[src/design/rfc_pkg.sv]
// Shared types, constants and the CRC-16 byte update for the RTU response frame checker.
package rfc_pkg;

   localparam int MAX_FRAME = 256;
   localparam int LEN_W     = 9;
   localparam int MIN_LEN   = 4;
   localparam int Q_DEPTH   = 2;

   localparam logic [15:0] CRC_INIT = 16'hFFFF;
   localparam logic [15:0] CRC_POLY = 16'hA001;
   localparam logic [7:0]  SLAVE_ADDR_RST = 8'h01;

   typedef enum logic [2:0] {
      ST_OK     = 3'd0,
      ST_SHORT  = 3'd1,
      ST_OVF    = 3'd2,
      ST_SLAVE  = 3'd3,
      ST_CRC    = 3'd4,
      ST_EXC    = 3'd5
   } status_type;

   typedef struct packed {
      logic [15:0]      crc;
      logic [LEN_W-1:0] count;
      logic             ovf;
      logic [7:0]       dly0;
      logic [7:0]       dly1;
      logic [7:0]       addr;
      logic [7:0]       func;
      logic [7:0]       third;
      logic [15:0]      word_a;
      logic [15:0]      word_b;
      logic [15:0]      word_c;
   } frame_type;

   typedef struct packed {
      logic full;
      logic empty;
   } q_stat_type;

   localparam frame_type FRAME_CLEAR = '{
      crc:    CRC_INIT,
      count:  '0,
      ovf:    1'b0,
      dly0:   8'h00,
      dly1:   8'h00,
      addr:   8'h00,
      func:   8'h00,
      third:  8'h00,
      word_a: 16'h0000,
      word_b: 16'h0000,
      word_c: 16'h0000
   };

   function automatic logic [15:0] crc_byte(logic [15:0] crc, logic [7:0] b);
      logic [15:0] c;
      c = crc ^ {8'h00, b};
      for (int k = 0; k < 8; k++) begin
         if (c[0]) begin
            c = (c >> 1) ^ CRC_POLY;
         end else begin
            c = c >> 1;
         end
      end
      return c;
   endfunction

endpackage

[src/design/rfc_ifs.sv]


interface rfc_rsp_if;
   logic                     valid;
   logic                     ready;
   logic [2:0]               status;
   logic [rfc_pkg::LEN_W-1:0] frame_length;
   logic [7:0]               function_code;
   logic [7:0]               exception_code;
   logic [15:0]              word_a;
   logic [15:0]              word_b;
   logic [15:0]              word_c;

   modport source (output valid, output status, output frame_length, output function_code,
                   output exception_code, output word_a, output word_b, output word_c,
                   input ready);
   modport sink   (input valid, input status, input frame_length, input function_code,
                   input exception_code, input word_a, input word_b, input word_c,
                   output ready);
endinterface


[src/design/rfc_back.sv]
// Result stage: status decision on a queued frame record and the registered response item.
module rfc_back (
   input  logic                clock,
   input  logic                reset,
   input  logic [7:0]          slave_address,
   input  rfc_pkg::frame_type  head,
   input  rfc_pkg::q_stat_type q_stat,
   output logic                pop,
   rfc_rsp_if.source           rsp_ch
);

   rfc_pkg::status_type       status;
   logic                      vld_ff, vld_in;
   logic [2:0]                status_ff;
   logic [rfc_pkg::LEN_W-1:0] len_ff;
   logic [7:0]                func_ff, third_ff;
   logic [15:0]               wa_ff, wb_ff, wc_ff;

   assign pop = !q_stat.empty && (!vld_ff || rsp_ch.ready);

   always_comb begin
      if (head.count < rfc_pkg::LEN_W'(rfc_pkg::MIN_LEN)) begin
         status = rfc_pkg::ST_SHORT;
      end else if (head.ovf) begin
         status = rfc_pkg::ST_OVF;
      end else if (head.addr != slave_address) begin
         status = rfc_pkg::ST_SLAVE;
      end else if (head.crc[7:0] != head.dly1 || head.crc[15:8] != head.dly0) begin
         status = rfc_pkg::ST_CRC;
      end else if (head.func[7]) begin
         status = rfc_pkg::ST_EXC;
      end else begin
         status = rfc_pkg::ST_OK;
      end
   end

   always_comb begin
      vld_in = vld_ff;
      if (pop) begin
         vld_in = 1'b1;
      end else if (rsp_ch.ready) begin
         vld_in = 1'b0;
      end
   end

   always_ff @(posedge clock) begin
      if (reset) begin
         vld_ff <= 1'b0;
      end else begin
         vld_ff <= vld_in;
      end
   end

   always_ff @(posedge clock) begin
      if (pop) begin
         status_ff <= status;
         len_ff    <= head.count;
         func_ff   <= head.func;
         third_ff  <= head.third;
         wa_ff     <= head.word_a;
         wb_ff     <= head.word_b;
         wc_ff     <= head.word_c;
      end
   end

   assign rsp_ch.valid          = vld_ff;
   assign rsp_ch.status         = status_ff;
   assign rsp_ch.frame_length   = len_ff;
   assign rsp_ch.function_code  = func_ff;
   assign rsp_ch.exception_code = third_ff;
   assign rsp_ch.word_a         = wa_ff;
   assign rsp_ch.word_b         = wb_ff;
   assign rsp_ch.word_c         = wc_ff;

endmodule

[src/flat_wrapper.sv]
// flat-port wrapper written by rule: the top's interface ports become plain ports
module rfc_back_flat 
  (clock, reset, slave_address, head, q_stat, pop, rsp_ch_valid, rsp_ch_status, rsp_ch_frame_length, rsp_ch_function_code, rsp_ch_exception_code, rsp_ch_word_a, rsp_ch_word_b, rsp_ch_word_c, rsp_ch_ready);
  rfc_rsp_if rsp_ch_i ();
  input  logic clock;
  input  logic reset;
  input  logic [7:0] slave_address;
  input  rfc_pkg::frame_type head;
  input  rfc_pkg::q_stat_type q_stat;
  output logic pop;
  output wire logic [$bits(rsp_ch_i.valid)-1:0] rsp_ch_valid;
  output wire logic [$bits(rsp_ch_i.status)-1:0] rsp_ch_status;
  output wire logic [$bits(rsp_ch_i.frame_length)-1:0] rsp_ch_frame_length;
  output wire logic [$bits(rsp_ch_i.function_code)-1:0] rsp_ch_function_code;
  output wire logic [$bits(rsp_ch_i.exception_code)-1:0] rsp_ch_exception_code;
  output wire logic [$bits(rsp_ch_i.word_a)-1:0] rsp_ch_word_a;
  output wire logic [$bits(rsp_ch_i.word_b)-1:0] rsp_ch_word_b;
  output wire logic [$bits(rsp_ch_i.word_c)-1:0] rsp_ch_word_c;
  input wire logic [$bits(rsp_ch_i.ready)-1:0] rsp_ch_ready;
  assign rsp_ch_valid = rsp_ch_i.valid;
  assign rsp_ch_status = rsp_ch_i.status;
  assign rsp_ch_frame_length = rsp_ch_i.frame_length;
  assign rsp_ch_function_code = rsp_ch_i.function_code;
  assign rsp_ch_exception_code = rsp_ch_i.exception_code;
  assign rsp_ch_word_a = rsp_ch_i.word_a;
  assign rsp_ch_word_b = rsp_ch_i.word_b;
  assign rsp_ch_word_c = rsp_ch_i.word_c;
  assign rsp_ch_i.ready = rsp_ch_ready;
  rfc_back u_core (.clock(clock), .reset(reset), .slave_address(slave_address), .head(head), .q_stat(q_stat), .pop(pop), .rsp_ch(rsp_ch_i));
endmodule
[config.mk]
export PLATFORM = sky130hd
export DESIGN_NAME = rfc_back_flat
export DESIGN_NICKNAME = d
export VERILOG_FILES = /design/src/design/rfc_pkg.sv /design/src/design/rfc_ifs.sv /design/src/design/rfc_back.sv /design/src/flat_wrapper.sv
export SDC_FILE = /design/constraint.sdc
export NUM_CORES = 1
export LEC_CHECK = 0
export BUFFER_PORTS_ARGS = -buffer_cell sky130_fd_sc_hd__buf_2
export CORE_ASPECT_RATIO = 1.5
export CORE_MARGIN = 2
export CORE_UTILIZATION = 39
export CTS_BUF_LIST = sky130_fd_sc_hd__clkbuf_16
export DETAILED_ROUTE_END_ITERATION = 16
export GPL_TIMING_DRIVEN = 0
export PLACE_DENSITY = 0.79
export SYNTH_ARGS = -nofsm -noshare
export SYNTH_HDL_FRONTEND = slang
export SYNTH_SLANG_ARGS = --single-unit
export TNS_END_PERCENT = 30
[constraint.sdc]
create_clock -name clock -period 4.89 [get_ports clock]
set_clock_uncertainty 0.05 [all_clocks]
set_input_delay 0.489 -clock clock [delete_from_list [all_inputs] [get_ports clock]]
set_output_delay 0.489 -clock clock [all_outputs]
set_load 0.05 [all_outputs]
==> key figures <==
Run status
  • Status: finished, final reports clean

STA
  • F_max: 414 MHz
  • TNS Setup: 0 ns
  • Slew @ Worst Pin: 0.641 ns
  • Period utilization: 49.4%
  • Final Hold Fails: 0
  • Unrepaired setup endpoints after global routing: no
  • Slew headroom: 57.2%
  • Min Tclk post-route: 2.42 ns
  • Slew Viols, Final: 0
  • Setup Viol. Count Final: 0

Pwr
  • LEAKAGE: 1.84 nW
  • P per Cell Area: 414 nW/µm²
  • VDD IR max: 0.000186 V

Floorplanning
  • DIE WIDTH: 71.3 µm
  • # rows: 36
  • Die span in y: 105 µm
  • Die area: 7490 µm²
  • Ports: 205
  • Initial Util: 40.6%
  • Core ar.: 6530 µm²

Setup path
  • CP bufs+invs: 2
  • Crit. End Element: primary output
  • CP arrival: 1.88 ns
  • Largest stage delay, worst path: 0.57 ns
  • Stages on the worst setup path: 4
  • Delay-heaviest family, CP: simple AND/OR/NAND/NOR gates
  • Worst path cell trace: nand2b_1, nor2b_4, buf_12, buf_2
  • Setup crit start kind: register
  • Kind of critical path: register to primary output
  • CP max FO: 34
  • Worst path required time: 4.35 ns
  • Critical-path top delay cell: nor2b_4
  • Register-to-Register Path Depth: 3

CTS
  • Clk_lat worst skew: 0.31 ns
  • Clock sinks: 77
  • Max H-tree Level: 3
  • # Post-CTS Setup Buffers: 0
  • CTS resizes: 0
  • Clock-pin slew on the worst setup and hold paths: 0.05 ns
  • Clock Tree Root: clkbuf_16
  • CTS tree: done
  • CTS max path bufs: 2
  • CTS buffer count: 9
  • Post-CTS Hold Fix Bufs: 0

Min path
  • Hold Path Stages: 2
  • Min-delay worst type: input port to register

Global route
  • Largest net degree at the start of global routing: 35
  • Vias in the first global route: 1881
  • Initial antenna violation count: 0
  • GRT Util Overall: 16.5%
  • First-pass GRT wire length: 9130 µm
  • Total gr overflow: 0

Detailed routing
  • Remaining antenna violation count: 0
  • WL final: 6180 µm
  • Vias/cell: 4.54
  • Residual DRC: 0
  • First-pass iteration count of the detailed router: 4
  • DR iter-0 viols: 120
  • Drt wl/cell: 14.9 µm
  • Via Count: 1889

Placed design
  • # port buffers: 203
  • Placed cell area: 3820 µm²
  • Final GP Congestion: 0.763
  • Post-DP HPWL: 5000 µm

Final layout
  • N_diodes: 0
  • Area Overhead vs Synth: 55.4%
  • Nets: 463
  • Final instance area: 4120 µm²
  • Share of layout cells above drive strength 1: 65.9%

Synthesis
  • Post-synthesis sequential area ratio: 86.8%
  • Syn Area/Cell: 22.1 µm²
  • Syn. warnings: 0
  • FF+latch count, synth: 77
  • Synthesized area: 2650 µm²
  • Yosys cell types: 15
  • Syn Inst Count: 120
  • Post-Syn Nets: 247

Job
  • Max cap viols: 0
## cell usage in the layout, fill, tap and decap left out, types with 2 or more instances in the layout
cell type,instances
a21oi_1,2
buf_2,203
bufinv_16,2
clkbuf_16,9
clkinv_2,3
edfxtp_1,76
nand2b_1,2
nand4_1,3
nor3_1,2
nor4_2,4
xnor2_1,8
xor2_1,16
## worst paths after layout
path / startpoint / to / slack (ns)
worst max-delay path: u_core.rsp_ch.valid / pop / 2.47
worst min-delay path: reset / u_core.rsp_ch.valid / 0.28
worst max register to register: u_core.rsp_ch.valid / u_core.rsp_ch.word_a[14] / 3.28
worst min register to register: u_core.rsp_ch.valid / u_core.rsp_ch.valid / 0.45
## Yosys cell counts
cell type	number	area (µm²)
edfxtp_1	76	2280
xor2_1	16	140
xnor2_1	8	70.1
nor4_2	4	50.1
nand4_1	3	18.8
a21oi_1	2	10.0
nand2b_1	2	12.5
nor3_1	2	10.0
dfxtp_1	1	20.0
nand2_1	1	3.75
nor2_1	1	3.75
nor2b_1	1	6.26
nor4_1	1	6.26
o211a_1	1	10.0
o221ai_1	1	8.76
## flip-flops by register name, indices dropped and copies added (netlist names)
register and flops:
u_core.rsp_ch.word_a 16, u_core.rsp_ch.word_b 16, u_core.rsp_ch.function_code 8, u_core.rsp_ch.exception_code 8
u_core.rsp_ch.status 3, u_core.rsp_ch.valid 1, u_core.rsp_ch.word_c 16, u_core.rsp_ch.frame_length 9
## kinds of logic after synthesis
group,share of synthesized area [%]
AOI/OAI and AO/OA,1.08
xor gates and xnor gates,7.92
DFF,86.8
and+or+nand+nor,4.20
## power breakdown
| part | internal [mW] | switching (mW) | total, mW |
|---|---|---|---|
| sequential | 0.771 | 0.00834 | 0.780 |
| combinational | 0.0770 | 0.189 | 0.266 |
| clock | 0.438 | 0.223 | 0.662 |
| total | 1.29 | 0.421 | 1.71 |
## per-layer routing
layer,part of all wire [%],GRT usage (%)
met2,55,29.8
met4,2.7,9.43
met3,9.7,2.80
met5,0,0
met1,33,17.5
## stage by stage
step	hold slack, ns	power [mW]	instances	util (%)	setup slack, ns
finish	0.281	1.71	416	63.1	2.47
global route	0.282	1.76	416	63.1	2.36
CTS	0.271	1.72	416	63.1	2.44
detailed placement	0.459	1.06	401	58.5	2.49
global placement	0.416	1.05	399	57.7	0.563
floorplan	0.508	0.963	120	-	1.37
## area by class of cell
type	instances	area (µm²)
Fill cell	491	2410
Sequential cell	77	2300
Timing Repair Buffer	205	1060
Multi-Input combinational cell	43	358
Clock buffer	9	225
Tap cell	76	95.1
Clock inverter	6	78.8
No activity file was read; power rests on OpenSTA's default activity.
